$ cat src/hdl/tea_block_cipher_assert.svh
// Assertion macros for the TEA block cipher. Each macro expects i_clk and
// i_rst_n in the scope of the caller.
`ifndef TEA_BLOCK_CIPHER_ASSERT_SVH
`define TEA_BLOCK_CIPHER_ASSERT_SVH

// Check a consequent in the same cycle as its antecedent.
`define TBC_ASSERT_NOW(label, ante, cons) \
    label: assert property (@(posedge i_clk) disable iff (!i_rst_n) (ante) |-> (cons)) \
        else $error("tea_block_cipher assertion failed");

// Check a consequent in the cycle after its antecedent.
`define TBC_ASSERT_NEXT(label, ante, cons) \
    label: assert property (@(posedge i_clk) disable iff (!i_rst_n) (ante) |=> (cons)) \
        else $error("tea_block_cipher assertion failed");

`endif

$ cat src/hdl/tea_pkg.sv
`timescale 1ns / 1ps

package tea_pkg;

    localparam logic [31:0] DELTA = 32'h9e37_79b9;
    localparam int unsigned WordW = 32;
    localparam int unsigned KeyWords = 4;
    localparam int unsigned AddrW = 4;

    typedef enum logic [1:0] {
        REG_KEY0 = 2'd0,
        REG_KEY1 = 2'd1,
        REG_KEY2 = 2'd2,
        REG_KEY3 = 2'd3
    } t_reg_idx;

    typedef logic [KeyWords-1:0][WordW-1:0] t_key;

    typedef struct packed {
        logic             opcode;
        logic [WordW-1:0] left_word;
        logic [WordW-1:0] right_word;
    } t_item;

    function automatic logic [WordW-1:0] mix(
        input logic [WordW-1:0] half,
        input logic [WordW-1:0] sum,
        input logic [WordW-1:0] ka,
        input logic [WordW-1:0] kb
    );
        return ((half << 4) + ka) ^ (half + sum) ^ ((half >> 5) + kb);
    endfunction

endpackage

$ cat src/hdl/tea_skid.sv
`timescale 1ns / 1ps

module tea_skid (
    input  logic           i_clk,
    input  logic           i_rst_n,
    input  logic           i_valid,
    input  tea_pkg::t_item i_item,
    input  logic           m_tready,
    output logic           o_en,
    output logic           m_tvalid,
    output logic [63:0]    m_tdata
);

    logic           r_hold_valid;
    tea_pkg::t_item r_hold_item;
    logic           n_hold_valid;
    tea_pkg::t_item n_hold_item;
    tea_pkg::t_item w_out;

    assign o_en = ~r_hold_valid;

    always_comb begin
        n_hold_valid = r_hold_valid;
        n_hold_item  = r_hold_item;
        if (r_hold_valid) begin
            if (m_tready) begin
                n_hold_valid = 1'b0;
            end
        end else if (i_valid && !m_tready) begin
            // park the finished result so the pipeline keeps moving this cycle
            n_hold_valid = 1'b1;
            n_hold_item  = i_item;
        end
    end

    always_ff @(posedge i_clk) begin
        if (!i_rst_n) begin
            r_hold_valid <= 1'b0;
        end else begin
            r_hold_valid <= n_hold_valid;
        end
    end

    always_ff @(posedge i_clk) begin
        r_hold_item <= n_hold_item;
    end

    assign w_out    = r_hold_valid ? r_hold_item : i_item;
    assign m_tvalid = r_hold_valid | i_valid;
    assign m_tdata  = {w_out.right_word, w_out.left_word};

endmodule

$ cat config.mk
export PLATFORM = sky130hd
export DESIGN_NAME = tea_skid
export DESIGN_NICKNAME = d
export VERILOG_FILES = /design/src/hdl/tea_block_cipher_assert.svh /design/src/hdl/tea_pkg.sv /design/src/hdl/tea_skid.sv
export SDC_FILE = /design/constraint.sdc
export NUM_CORES = 1
export LEC_CHECK = 0
export BUFFER_PORTS_ARGS = -buffer_cell sky130_fd_sc_hd__buf_2
export CAP_MARGIN = 30
export CORE_UTILIZATION = 40
export DETAILED_ROUTE_END_ITERATION = 12
export GPL_ROUTABILITY_DRIVEN = 1
export GPL_TIMING_DRIVEN = 0
export PLACE_DENSITY = 0.78
export REMOVE_ABC_BUFFERS = 1
export SYNTH_ARGS = -nofsm -noshare
export SYNTH_HDL_FRONTEND = slang
export SYNTH_SLANG_ARGS = --single-unit
$ cat constraint.sdc
create_clock -name i_clk -period 7.7 [get_ports i_clk]
set_input_delay 1.54 -clock i_clk [delete_from_list [all_inputs] [get_ports i_clk]]
set_output_delay 1.54 -clock i_clk [all_outputs]
set_load 0.05 [all_outputs]
==> impl_results.md <==
* Total core area at 0.00683 mm²
* Setup-failing EPs final at 0
* Most common cell in the netlist: edfxtp_1
* Max Clock Freq at 272 MHz
* Drt pass-1 iters at 4
* CTS sink cnt at 65
* Number of global-route vias before repair at 1739
* H-tree depth at 3
* # IOs at 135
* Die ar. at 0.00747 mm²
* WL final at 5750 µm
* Antenna violations before repair at 0
* Mapped cell area at 0.00285 mm²
* Ys flop type: edfxtp_1
* Worst path slowest cell: mux2_4
* RSZ-0062 raised after global routing: no
* PwrDens at 232 mW/mm²
* Cts hold-fix bufs at 0
* Ys async rst share at 0%
* Worst slew pin tran at 0.792 ns
* Crit. End Element: output pin
* Post CTS Setup Buffer Count at 0
* Die Span X at 86.4 µm
* Most common cell on crit path: buf_2
* Vias/cell at 4.65
* Setup slack after placement at 4.02 ns
* Gpl congestion at 0.671
* Final global-route overflow total at 0
* Synth top area share at 67.4%
* Max cap viols at 0
* PostCTS Resize Cnt at 0
* Final Power at 900 µW
* CTS tree: done
* Final Net Count at 352
* Worst Setup Slack, final at 4.03 ns
* Clock transition at the registers of the reported paths at 0.07 ns
* Antenna Diode Count at 0
* Critical path cell sequence: buf_2, mux2_4, buf_2
* Largest net degree at the start of global routing at 61
* WS Path Type: input pin to output pin
* Synth Register Bits at 65
* First-pass GRT wire length at 8430 µm
* Synth cell types at 11
* Share of layout cells above drive strength 1 at 75.0%
* DRT iter0 DRCs at 63
* Hold crit path type: register to register
* Starting Density at 41.7%
* Max-slew violations at 0
* CP Launch Type: input pin
* Post-synthesis sequential area ratio at 68.1%
* Post-Route Skew at 0.00691 ns
* Max VDD drop at 0.0000875 V
* DRT antenna net count at 0
* Period utilisation layout at 47.7%
* Hpwl dp at 4230 µm
* Status: complete, no violations
* P_leak at 0.00162 µW
* Worst-Skew Late Latency at 0.32 ns
* Std cell rows at 30
* I/O Buffers at 133
* Post-synth EDFFs at 64
* Slew headroom at 47.0%
* Max stage delay on crit path at 0.27 ns
* Die Y at 86.4 µm
* Total number of vias at 1784
* Largest area contributor in the netlist: edfxtp_1
* Final min period at 3.67 ns
* Filler Cell Count at 570
* Critical Path RT at 6.16 ns
* Synthesized instance count at 140
* Largest fanout on the critical path at 2
* Root buf cell: clkbuf_8
* Area Growth Syn to Fin at 36.1%
* Max Root-Sink Buffers at 2
* WP data arrival at 2.13 ns
* GRT Total Usage at 15.2%
* DR DRC count at 0
* TritonCTS Buffers at 9
* Synth top cells by count: edfxtp_1, mux2_2, mux2_4
* Warnings from Yosys at 0
* Final Hold Fails at 0
* Wire length per cell at 15.0 µm
* Average size of a mapped cell at 20.4 µm²
* Top cells by area, synth: edfxtp_1, mux2_4, mux2_2
-- power breakdown --
| group | total [µW] | internal, µW | switching (µW) |
|---|---|---|---|
| clock | 298 | 181 | 118 |
| combinational | 191 | 61.9 | 129 |
| sequential | 411 | 406 | 4.71 |
| total | 900 | 649 | 251 |
-- state kept, by name (all words and copies together) (netlist names) --
| signal | cells |
|---|---|
| r_hold_item | 64 |
| r_hold_valid | 1 |
-- layout make-up --
| cell class | instances | area, µm² | share of cell area [%] |
|---|---|---|---|
| Sequential cell | 65 | 1950 | 50.2 |
| Timing Repair Buffer | 139 | 753 | 19.4 |
| Tap cell | 96 | 120 | 3.10 |
| Clock inverter | 4 | 67.6 | 1.74 |
| Multi-Input combinational cell | 67 | 853 | 22.0 |
| Inverter | 1 | 3.75 | 0.0968 |
| Clock buffer | 12 | 135 | 3.48 |
-- cell families after synthesis --
logic type / after synthesis / share of synthesized area [%]
simple gates: 3 / 0.790
buf+inv: 8 / 2.11
flops: 65 / 68.1
mux: 64 / 29.0
-- worst max-delay path, delay by kind of cell --
family                 cells  cell delay (ns)
muxes                      1             0.27
buffers and inverters      2             0.32
-- through the flow --
step | util [%] | instances | TNS [ns] | hold WS, ns | area, µm²
finish | 56.8 | 384 | 0 | 1.13 | 3880
global route | 56.8 | 384 | 0 | 1.19 | 3880
CTS | 56.8 | 384 | 0 | 1.14 | 3880
detailed placement | 53.8 | 368 | 0 | 1.12 | 3680
global placement | 52.4 | 362 | -83.10 | 1.73 | 3580
floorplan | - | 133 | 0 | 1.64 | 2790
-- routing by layer --
layer | share of wire [%] | GRT usage [%]
met1 | 42 | 17.2
met2 | 48 | 26.3
met3 | 8.1 | 4.38
met4 | 2.0 | 7.73
met5 | 0 | 0
-- cells in the final DEF, fill, tap and decap left out --
| cell | n |
|---|---|
| and3b_1 | 1 |
| buf_16 | 1 |
| buf_2 | 133 |
| buf_6 | 4 |
| buf_8 | 1 |
| bufinv_16 | 2 |
| clkbuf_1 | 3 |
| clkbuf_8 | 9 |
| clkinv_1 | 2 |
| dfxtp_4 | 1 |
| edfxtp_1 | 64 |
| inv_1 | 1 |
| mux2_2 | 36 |
| mux2_4 | 28 |
| nor3b_2 | 1 |
| or2_1 | 1 |
-- worst paths after layout --
path / depth (start not counted) / endpoint / from / slack, ns
max: 3 / m_tdata[13] / i_item[45] / 4.03
min: 3 / r_hold_valid / r_hold_valid / 1.13
max reg2reg: 5 / r_hold_item[18] / r_hold_valid / 5.44
min reg2reg: 3 / r_hold_valid / r_hold_valid / 1.13
(Power assumes the default switching activity.)
