==> src/hdl/tea_block_cipher_assert.svh <==
// Assertion macros for the TEA block cipher. Each macro expects i_clk and
// i_rst_n in the scope of the caller.
`ifndef TEA_BLOCK_CIPHER_ASSERT_SVH
`define TEA_BLOCK_CIPHER_ASSERT_SVH

// Check a consequent in the same cycle as its antecedent.
`define TBC_ASSERT_NOW(label, ante, cons) \
    label: assert property (@(posedge i_clk) disable iff (!i_rst_n) (ante) |-> (cons)) \
        else $error("tea_block_cipher assertion failed");

// Check a consequent in the cycle after its antecedent.
`define TBC_ASSERT_NEXT(label, ante, cons) \
    label: assert property (@(posedge i_clk) disable iff (!i_rst_n) (ante) |=> (cons)) \
        else $error("tea_block_cipher assertion failed");

`endif

==> src/hdl/tea_pkg.sv <==
`timescale 1ns / 1ps

package tea_pkg;

    localparam logic [31:0] DELTA = 32'h9e37_79b9;
    localparam int unsigned WordW = 32;
    localparam int unsigned KeyWords = 4;
    localparam int unsigned AddrW = 4;

    typedef enum logic [1:0] {
        REG_KEY0 = 2'd0,
        REG_KEY1 = 2'd1,
        REG_KEY2 = 2'd2,
        REG_KEY3 = 2'd3
    } t_reg_idx;

    typedef logic [KeyWords-1:0][WordW-1:0] t_key;

    typedef struct packed {
        logic             opcode;
        logic [WordW-1:0] left_word;
        logic [WordW-1:0] right_word;
    } t_item;

    function automatic logic [WordW-1:0] mix(
        input logic [WordW-1:0] half,
        input logic [WordW-1:0] sum,
        input logic [WordW-1:0] ka,
        input logic [WordW-1:0] kb
    );
        return ((half << 4) + ka) ^ (half + sum) ^ ((half >> 5) + kb);
    endfunction

endpackage

==> src/hdl/tea_cfg.sv <==
`timescale 1ns / 1ps

module tea_cfg (
    input  logic                       i_clk,
    input  logic                       i_rst_n,
    input  logic                       psel,
    input  logic                       penable,
    input  logic                       pwrite,
    input  logic [tea_pkg::AddrW-1:0]  paddr,
    input  logic [31:0]                pwdata,
    output logic [31:0]                prdata,
    output logic                       pready,
    output tea_pkg::t_key              o_key
);

    tea_pkg::t_key     r_key;
    tea_pkg::t_key     n_key;
    tea_pkg::t_reg_idx w_idx;
    logic              w_wr;

    assign w_idx  = tea_pkg::t_reg_idx'(paddr[3:2]);
    assign w_wr   = psel & penable & pwrite;
    assign pready = 1'b1;
    assign o_key  = r_key;

    always_comb begin
        n_key = r_key;
        if (w_wr) begin
            unique case (w_idx)
                tea_pkg::REG_KEY0: n_key[0] = pwdata;
                tea_pkg::REG_KEY1: n_key[1] = pwdata;
                tea_pkg::REG_KEY2: n_key[2] = pwdata;
                tea_pkg::REG_KEY3: n_key[3] = pwdata;
                default:           n_key = r_key;
            endcase
        end
    end

    always_comb begin
        unique case (w_idx)
            tea_pkg::REG_KEY0: prdata = r_key[0];
            tea_pkg::REG_KEY1: prdata = r_key[1];
            tea_pkg::REG_KEY2: prdata = r_key[2];
            tea_pkg::REG_KEY3: prdata = r_key[3];
            default:           prdata = '0;
        endcase
    end

    always_ff @(posedge i_clk) begin
        if (!i_rst_n) begin
            r_key <= '0;
        end else begin
            r_key <= n_key;
        end
    end

endmodule

==> config.mk <==
export PLATFORM = sky130hd
export DESIGN_NAME = tea_cfg
export DESIGN_NICKNAME = d
export VERILOG_FILES = /design/src/hdl/tea_block_cipher_assert.svh /design/src/hdl/tea_pkg.sv /design/src/hdl/tea_cfg.sv
export SDC_FILE = /design/constraint.sdc
export NUM_CORES = 1
export LEC_CHECK = 0
export ABC_AREA = 0
export BUFFER_PORTS_ARGS = -buffer_cell sky130_fd_sc_hd__buf_4
export CORE_MARGIN = 3
export CORE_UTILIZATION = 40
export DETAILED_ROUTE_END_ITERATION = 7
export HOLD_SLACK_MARGIN = 0.02
export MAX_ROUTING_LAYER = met4
export PLACE_DENSITY = 0.67
export SYNTH_ARGS = -nofsm -noshare
export SYNTH_HDL_FRONTEND = slang
export SYNTH_SLANG_ARGS = --single-unit
export TNS_END_PERCENT = 10
==> constraint.sdc <==
create_clock -name i_clk -period 2.3 [get_ports i_clk]
set_clock_uncertainty 0.15 [all_clocks]
set_input_delay 0.46 -clock i_clk [delete_from_list [all_inputs] [get_ports i_clk]]
set_output_delay 0.46 -clock i_clk [all_outputs]
set_load 0.02 [all_outputs]
==> flow_summary.toml <==
[pwr]
netSwitchingPower_mw = 1.17
p_leak_nw = 3.61
irDropWorstVdd_mv = 0.382
combPwrFrac_pct = 7.5
power.density_nw_per_um2 = 677
internal_power_mw = 4.03
pwr-share-seq_pct = 43.7
pwr-share-clk_pct = 48.8
swShare_pct = 22.4
total_power_mw = 5.20

[final_layout]
drive_gt1_share_pct = 39.6
nFillCells = 1144
final_cell_area_um2 = 7680
syn2layout_area_growth_pct = 40.4
mostFrequentLayoutCells = "buf_4 (204), nand2_1 (160), mux2i_1 (128), dfxtp_1 (128), mux4_2 (32)"
nets = 728
largest_reg_flops = 128
antennaDiodeCount = 0
layout_commonest_cell = "buf_4"
stdcell_count = 875

[synth]
syn_area_um2 = 5470
async_flop_share_pct = 0
synth.distinct_cells = 16
synth_compound_area_share_pct = 0
syn_avg_cell_area_um2 = 11.0
yosys.area_share.simple_pct = 11.7
synth_top_family_by_area = "multiplexers"
synthCells = 497
ys_ff_latch = 128
synth_xor_area_share_pct = 0
synth_mux_area_share_pct = 36.6
synth-edff-count = 0
synth_top_area_cell = "dfxtp_1"
synthTopCellsByArea = "dfxtp_1 (47%), mux2i_1 (23%), mux4_2 (13%), nand2_1 (11%), buf_6 (1.6%)"
synthFlopType = "dfxtp_1"
yosysSeqAreaShare_pct = 46.8
yosys.area.top_type_share_pct = 46.8
synth_fp_nets = 538
synthAdderAreaFrac_pct = 0
ys_warn_count = 0

[clock_tree]
cts_buffers = 17
htree_levels = 4
post-cts-setup-buffers = 0
clock-root-buffer = "clkbuf_16"
clkTransAtPathRegs_ns = 0.06
cts_tree = "built"
cts_sinks = 128
clk_latency_ns = 0.41
cts-resized-gates = 1
holdBufCountCts = 0
clockBufferDepth = 2

[global_route]
grt_start_max_net_pins = 81
first_global_vias = 4490
grt_use_met2_pct = 32.7
grt_usage_pct = 21.2
grt_overflow = 0
antenna_found_initial = 0
grt_pass1_wl_um = 23800
grt_use_met1_pct = 26.2
grtUsageMet3_pct = 5.90
busiest_layer = "met2"

[routing]
firstDrtPassIters = 4
wire_per_inst_um = 17.5
drt_first_iter_violations = 329
vias = 4441
drc = 0
wl_um = 15300
ant_nets = 0
via_per_inst = 5.08

[floorplanning]
fp.coreArea_um2 = 13300
initial_core_util_pct = 41.1
fp.dieW_um = 123
design.die.area_um2 = 15100
row_count = 42
die_h_um = 123
io_pins = 202

[timing]
setup_violations = 0
hold_viol = 0
period_needed_ns = 2.16
maxSlewViolCount = 0
finalCritPeriodShare_pct = 93.8
fmax_mhz = 463
fin_tns_setup_ns = 0
grt_setup_unrepaired = "no"

[hold_path]
min_path_type = "input pin to flop"

[place]
io_buffers = 198
placed_cell_area_um2 = 7110
gp_congestion = 0.787
dp_hpwl_um = 10700
place_inst = 844

[critical_path]
startpoint_type = "input pin"
cp.required_ns = 1.69
cpLargestDelayFamily = "buffers and inverters"
path_buf_inv = 3
path_class = "input pin to output pin"
crit_chain = "buf_6, buf_4, mux4_2, buf_4"
crit_fanout = 25
cpMaxStageDelayCell = "buf_6"
worstPathArrival_ns = 1.55
path_common_cell = "buf_4"
cp-end-kind = "output pin"
critPathMaxStageDelay_ns = 0.32

[status]
status = "finished, final reports clean"

[job]
max-cap-violations = 0
cells by family after synthesis:
group,Yosys count
AND/OR/NAND/NOR,166
other,1
flip-flops,128
buffers and inverters,42
multiplexers,160
per-layer routing:
layer,part of all wire (%),vias to the layer above
met5,0,-
met4,2.4,0
met3,6.4,28
met2,49,156
met1,43,2171
li1,-,2086
metrics by stage:
| stage | utilization (%) | hold WS (ns) | setup slack [ns] |
|---|---|---|---|
| 2_1_floorplan | - | 0.390 | 0.182 |
| 3_3_place_gp | 53.5 | 0.305 | -0.0464 |
| 3_5_place_dp | 53.5 | 0.315 | -0.0718 |
| 4_1_cts | 57.7 | 0.199 | 0.0629 |
| 5_1_grt | 57.8 | 0.225 | 0.0702 |
| 6_report | 57.8 | 0.218 | 0.142 |
power groups by stage:
stage	clock network [mW]	registers (mW)	logic [mW]
4_1_cts	2.58	2.27	0.394
2_1_floorplan	0	2.35	0.200
3_3_place_gp	0	2.32	0.384
6_report	2.54	2.27	0.390
5_1_grt	2.68	2.28	0.419
3_5_place_dp	0	2.32	0.393
cell type report:
class                           count  area (µm²)  share of cell area (%)
Sequential cell                   128        2560                    33.4
Clock inverter                      6        55.1                   0.717
Tap cell                          176         220                    2.87
Timing Repair Buffer              212        1670                    21.8
Clock buffer                       25         505                    6.58
Inverter                            1        3.75                  0.0489
Multi-Input combinational cell    327        2660                    34.6
synth_stat cells, types with 8 or more instances:
library cell / number
buf_4: 8
mux4_2: 32
mux2i_1: 128
buf_6: 8
dfxtp_1: 128
clkbuf_1: 14
nand2_1: 160
buf_2: 11
worst reg2reg max path: stages, from the launching register on:
cell	delay (ns)
dfxtp_1	0.41
nand2_1	0.10
mux2i_1	0.14
path summary, 6_finish.rpt:
check                                        startpoint                 endpoint  slack, ns  depth (start not counted)
worst max-delay path                           paddr[2]               prdata[30]       0.14                          4
worst min-delay path                          pwdata[2]   o_key[34]$_SDFFE_PN0P_       0.22                          3
worst max register to register  o_key[121]$_SDFFE_PN0P_  o_key[121]$_SDFFE_PN0P_       1.43                          2
worst min register to register   o_key[14]$_SDFFE_PN0P_   o_key[14]$_SDFFE_PN0P_       0.32                          2
No activity file was read; power rests on OpenSTA's default activity.
