<file path="config.mk">
export PLATFORM = sky130hd
export DESIGN_NAME = tea_round
export DESIGN_NICKNAME = d
export VERILOG_FILES = /design/src/hdl/tea_block_cipher_assert.svh /design/src/hdl/tea_pkg.sv /design/src/hdl/tea_round.sv
export SDC_FILE = /design/constraint.sdc
export NUM_CORES = 1
export LEC_CHECK = 0
export BUFFER_PORTS_ARGS = -buffer_cell sky130_fd_sc_hd__buf_2
export CAP_MARGIN = 20
export CORE_MARGIN = 2
export CORE_UTILIZATION = 55
export CTS_CLUSTER_DIAMETER = 150
export DETAILED_ROUTE_END_ITERATION = 10
export GPL_TIMING_DRIVEN = 0
export HOLD_SLACK_MARGIN = 0.05
export PLACE_DENSITY = 0.93
export SLEW_MARGIN = 40
export SYNTH_ARGS = -nofsm -noshare
export SYNTH_HDL_FRONTEND = slang
export SYNTH_SLANG_ARGS = --single-unit
export TNS_END_PERCENT = 10
</file>
<file path="constraint.sdc">
create_clock -name i_clk -period 12.2 [get_ports i_clk]
set_input_delay 2.44 -clock i_clk [delete_from_list [all_inputs] [get_ports i_clk]]
set_output_delay 2.44 -clock i_clk [all_outputs]
set_load 0.01 [all_outputs]
</file>
<file path="src/hdl/tea_block_cipher_assert.svh">
// Assertion macros for the TEA block cipher. Each macro expects i_clk and
// i_rst_n in the scope of the caller.
`ifndef TEA_BLOCK_CIPHER_ASSERT_SVH
`define TEA_BLOCK_CIPHER_ASSERT_SVH

// Check a consequent in the same cycle as its antecedent.
`define TBC_ASSERT_NOW(label, ante, cons) \
    label: assert property (@(posedge i_clk) disable iff (!i_rst_n) (ante) |-> (cons)) \
        else $error("tea_block_cipher assertion failed");

// Check a consequent in the cycle after its antecedent.
`define TBC_ASSERT_NEXT(label, ante, cons) \
    label: assert property (@(posedge i_clk) disable iff (!i_rst_n) (ante) |=> (cons)) \
        else $error("tea_block_cipher assertion failed");

`endif

</file>
<file path="src/hdl/tea_pkg.sv">
`timescale 1ns / 1ps

package tea_pkg;

    localparam logic [31:0] DELTA = 32'h9e37_79b9;
    localparam int unsigned WordW = 32;
    localparam int unsigned KeyWords = 4;
    localparam int unsigned AddrW = 4;

    typedef enum logic [1:0] {
        REG_KEY0 = 2'd0,
        REG_KEY1 = 2'd1,
        REG_KEY2 = 2'd2,
        REG_KEY3 = 2'd3
    } t_reg_idx;

    typedef logic [KeyWords-1:0][WordW-1:0] t_key;

    typedef struct packed {
        logic             opcode;
        logic [WordW-1:0] left_word;
        logic [WordW-1:0] right_word;
    } t_item;

    function automatic logic [WordW-1:0] mix(
        input logic [WordW-1:0] half,
        input logic [WordW-1:0] sum,
        input logic [WordW-1:0] ka,
        input logic [WordW-1:0] kb
    );
        return ((half << 4) + ka) ^ (half + sum) ^ ((half >> 5) + kb);
    endfunction

endpackage

</file>
<file path="src/hdl/tea_round.sv">
`timescale 1ns / 1ps

module tea_round #(
    parameter logic [31:0] SUM_ENC = 32'h0,
    parameter logic [31:0] SUM_DEC = 32'h0,
    parameter bit          HALF    = 1'b0
) (
    input  logic           i_clk,
    input  logic           i_rst_n,
    input  logic           i_en,
    input  logic           i_valid,
    input  tea_pkg::t_item i_item,
    input  tea_pkg::t_key  i_key,
    output logic           o_valid,
    output tea_pkg::t_item o_item
);

    logic           r_valid;
    tea_pkg::t_item r_item;
    logic           n_valid;
    tea_pkg::t_item n_item;
    logic           w_dec;
    logic           w_upd_left;
    logic [31:0]    w_src;
    logic [31:0]    w_dst;
    logic [31:0]    w_ka;
    logic [31:0]    w_kb;
    logic [31:0]    w_sum;
    logic [31:0]    w_mix;
    logic [31:0]    w_new;

    // Encrypt: first half updates left from right, second half right from left.
    // Decrypt runs the same two halves in reverse order with subtraction.
    assign w_dec      = i_item.opcode;
    assign w_upd_left = (HALF == 1'b0) ^ w_dec;
    assign w_src      = w_upd_left ? i_item.right_word : i_item.left_word;
    assign w_dst      = w_upd_left ? i_item.left_word : i_item.right_word;
    assign w_ka       = w_upd_left ? i_key[0] : i_key[2];
    assign w_kb       = w_upd_left ? i_key[1] : i_key[3];
    assign w_sum      = w_dec ? SUM_DEC : SUM_ENC;
    assign w_mix      = tea_pkg::mix(w_src, w_sum, w_ka, w_kb);
    assign w_new      = w_dec ? (w_dst - w_mix) : (w_dst + w_mix);

    always_comb begin
        n_valid = r_valid;
        n_item  = r_item;
        if (i_en) begin
            n_valid       = i_valid;
            n_item.opcode = i_item.opcode;
            if (w_upd_left) begin
                n_item.left_word  = w_new;
                n_item.right_word = i_item.right_word;
            end else begin
                n_item.left_word  = i_item.left_word;
                n_item.right_word = w_new;
            end
        end
    end

    always_ff @(posedge i_clk) begin
        if (!i_rst_n) begin
            r_valid <= 1'b0;
        end else begin
            r_valid <= n_valid;
        end
    end

    always_ff @(posedge i_clk) begin
        r_item <= n_item;
    end

    assign o_valid = r_valid;
    assign o_item  = r_item;

endmodule

</file>
==> impl_metrics.tcl <==
set metrics [dict create \
    status "completed" \
    hold_class "reg -> reg" \
    fin_hold_ws_ns 0.533 \
    post_cts_buffers 0 \
    timing.setup.tns_ns 0 \
    dr.pass1.iters 5 \
    start_kind "input pin" \
    cp_common_cell "buf_2" \
    r2r_cells 2 \
    rsz0062_at_grt "false" \
    fmax_mhz 87.8 \
    maxSlewViolCount 0 \
    synth_top_cell_area_share_pct 20.3 \
    slowest_stage "clkbuf_1" \
    synthTopCellsByCount "xnor2_1 (113), nand2_1 (107), a21oi_1 (92), mux2_2 (92), ha_1 (86)" \
    drt_iter0_drc 987 \
    reg2reg_setup_slack_ns 11.60 \
    grt_max_degree 67 \
    synth_area_per_cell_um2 8.60 \
    drv_cap 0 \
    r2r_start "o_valid" \
    die_width_um 136 \
    grt_overflow 0 \
    ir_drop_v 0.000160 \
    dp_cells 1606 \
    hp-start "o_valid" \
    yosysMostFrequentCell "xnor2_1" \
    dp_hpwl_um 25700 \
    cts_root_buf "clkbuf_16" \
    period_minus_slack_ns 11.39 \
    cts_inserted_buffers 9 \
    drive_gt1_share_pct 27.9 \
    power_mw 2.29 \
    holdPathEnd "o_valid" \
    synth_top_area_cell "edfxtp_1" \
    synthToLayoutAreaGrowth_pct 19.8 \
    grt_pass1_wl_um 47300 \
    gp_congestion 0.993 \
    nets 1678 \
    coreArea_um2 17200 \
    endpoint_kind "flop" \
    routed_wl_um 31300 \
    io_pins 263 \
    relSlewSlack_pct 45.9 \
    clock_skew_ns 0 \
    cellPowerDensity_nw_per_um2 198 \
    stdcell_count 1622 \
    arrival_ns 11.45 \
    initial_core_util_pct 56.0 \
    path_delay_family "buffers and inverters" \
    syn_nets 1405 \
    path_max_fanout 10 \
    dieArea_um2 18600 \
    synth_flop_cell "edfxtp_1" \
    cts_resized 0 \
    drc_errors 0 \
    cts.clk_slew.worst_paths_ns 0.05 \
    diodes 0 \
    finalCritPeriodShare_pct 93.4 \
    ys_async_sr_fraction_pct 0 \
    cp.required_ns 12.26 \
    row_count 48 \
    path_buf_inv 8 \
    cts_tree "yes" \
    critPathMaxStageDelay_ns 0.63 \
    cts.sinks 66 \
    setup_viol 0 \
    first_global_vias 9192 \
    cts-htree-levels 3 \
    cts_hold_buf 0 \
    hold_viol_final 0 \
    wire_per_inst_um 19.3 \
    ys_ff_latch 66 \
    critPathKind "in -> reg" \
    synth.top_cells.by_area "edfxtp_1 (20%), ha_1 (11%), mux2_2 (11%), xnor2_1 (10%), a21oi_1 (4.8%)" \
    ant_nets 0 \
    worst_pin_slew_ns 0.812 \
    ys_warn_count 0 \
    viasPerCell 6.13 \
    min_path_cells 2 \
    die_h_um 136 \
    syn-instance-count 1119 \
    route.vias.total 9939 \
    yosysUniqueCellTypes 80 \
    synth_edf_count 65 \
    syn_area_um2 9630 \
    yosysSeqAreaShare_pct 20.5 \
    io_buffers 262 \
    grt_usage_pct 33.0 \
    clk-insertion-delay-late_ns 0.33 \
    antenna_found_initial 0 \
    cts_buffer_depth 2 \
    p_leak_nw 5.18 \
    r2r-end "o_valid" \
]
==> worst reg2reg max path: stages (launching register included) <==
cell and delay [ns]:
dfxtp_1 0.31, mux2i_1 0.12, nor2b_1 0.06
==> cells by family after synthesis <==
family,after synthesis,synth area share [%]
AO/OA/AOI/OAI,321,21.5
flip-flops,66,20.5
buffers and inverters,67,2.78
AND/OR/NAND/NOR,303,15.4
multiplexers,104,12.0
XOR/XNOR,169,16.0
adder cells (fa/ha/maj),89,11.8
==> registers in the layout, indices dropped and copies added, names as in the netlist <==
register and cells:
o_item 65, o_valid 1
==> layer usage <==
metal  wire length (um)  share of wire, %  global-route usage, %  up-vias
li1                   -                 -                      -     4677
met1              13100                42                   44.7     4617
met2              14400                46                   53.4      563
met3               2750               8.8                   3.84       82
met4               1120               3.6                   13.5        0
met5                  0                 0                      0        -
==> cell usage in the layout (no fill, tap or decap), drive strengths merged, types with 52 or more instances in the layout <==
cell and instances:
a21oi 92, ha 86, xor2 52, nand2 107, xnor2 114, mux2 92
nor2 60, o21ai 79, buf 274, edfxtp 65
==> power by group <==
group          total [mW]  internal (mW)  switching, mW
Clock               0.272          0.184         0.0879
Sequential          0.405          0.383         0.0218
Combinational        1.61          0.657          0.952
==> worst max path at each step <==
| stage | end | depth (start not counted) | from |
|---|---|---|---|
| after floorplan | o_item[30] | 30 | i_item[64] |
| after global placement | o_item[63] | 33 | i_item[64] |
| after detailed placement | o_item[63] | 33 | i_item[64] |
| after CTS | o_item[63] | 33 | i_item[64] |
| after global routing | o_item[63] | 33 | i_item[64] |
| final | o_item[63] | 33 | i_item[64] |
==> metrics by stage <==
step	util [%]	worst slack (ns)	area, um^2
finish	67.2	0.810	11500
global route	67.2	0.357	11500
CTS	67.2	1.13	11500
detailed placement	65.3	0.832	11200
global placement	65.3	0.947	11200
floorplan	-	2.73	9630
==> cell type report <==
| class | count | area, um^2 |
|---|---|---|
| Clock inverter | 3 | 65.1 |
| Timing Repair Buffer | 262 | 1310 |
| Tap cell | 225 | 282 |
| Buffer | 37 | 155 |
| Clock buffer | 13 | 250 |
| Sequential cell | 66 | 1970 |
| Fill cell | 1429 | 5640 |
| Inverter | 30 | 113 |
| Multi-Input combinational cell | 986 | 7390 |
No activity file was read; power rests on OpenSTA's default activity.
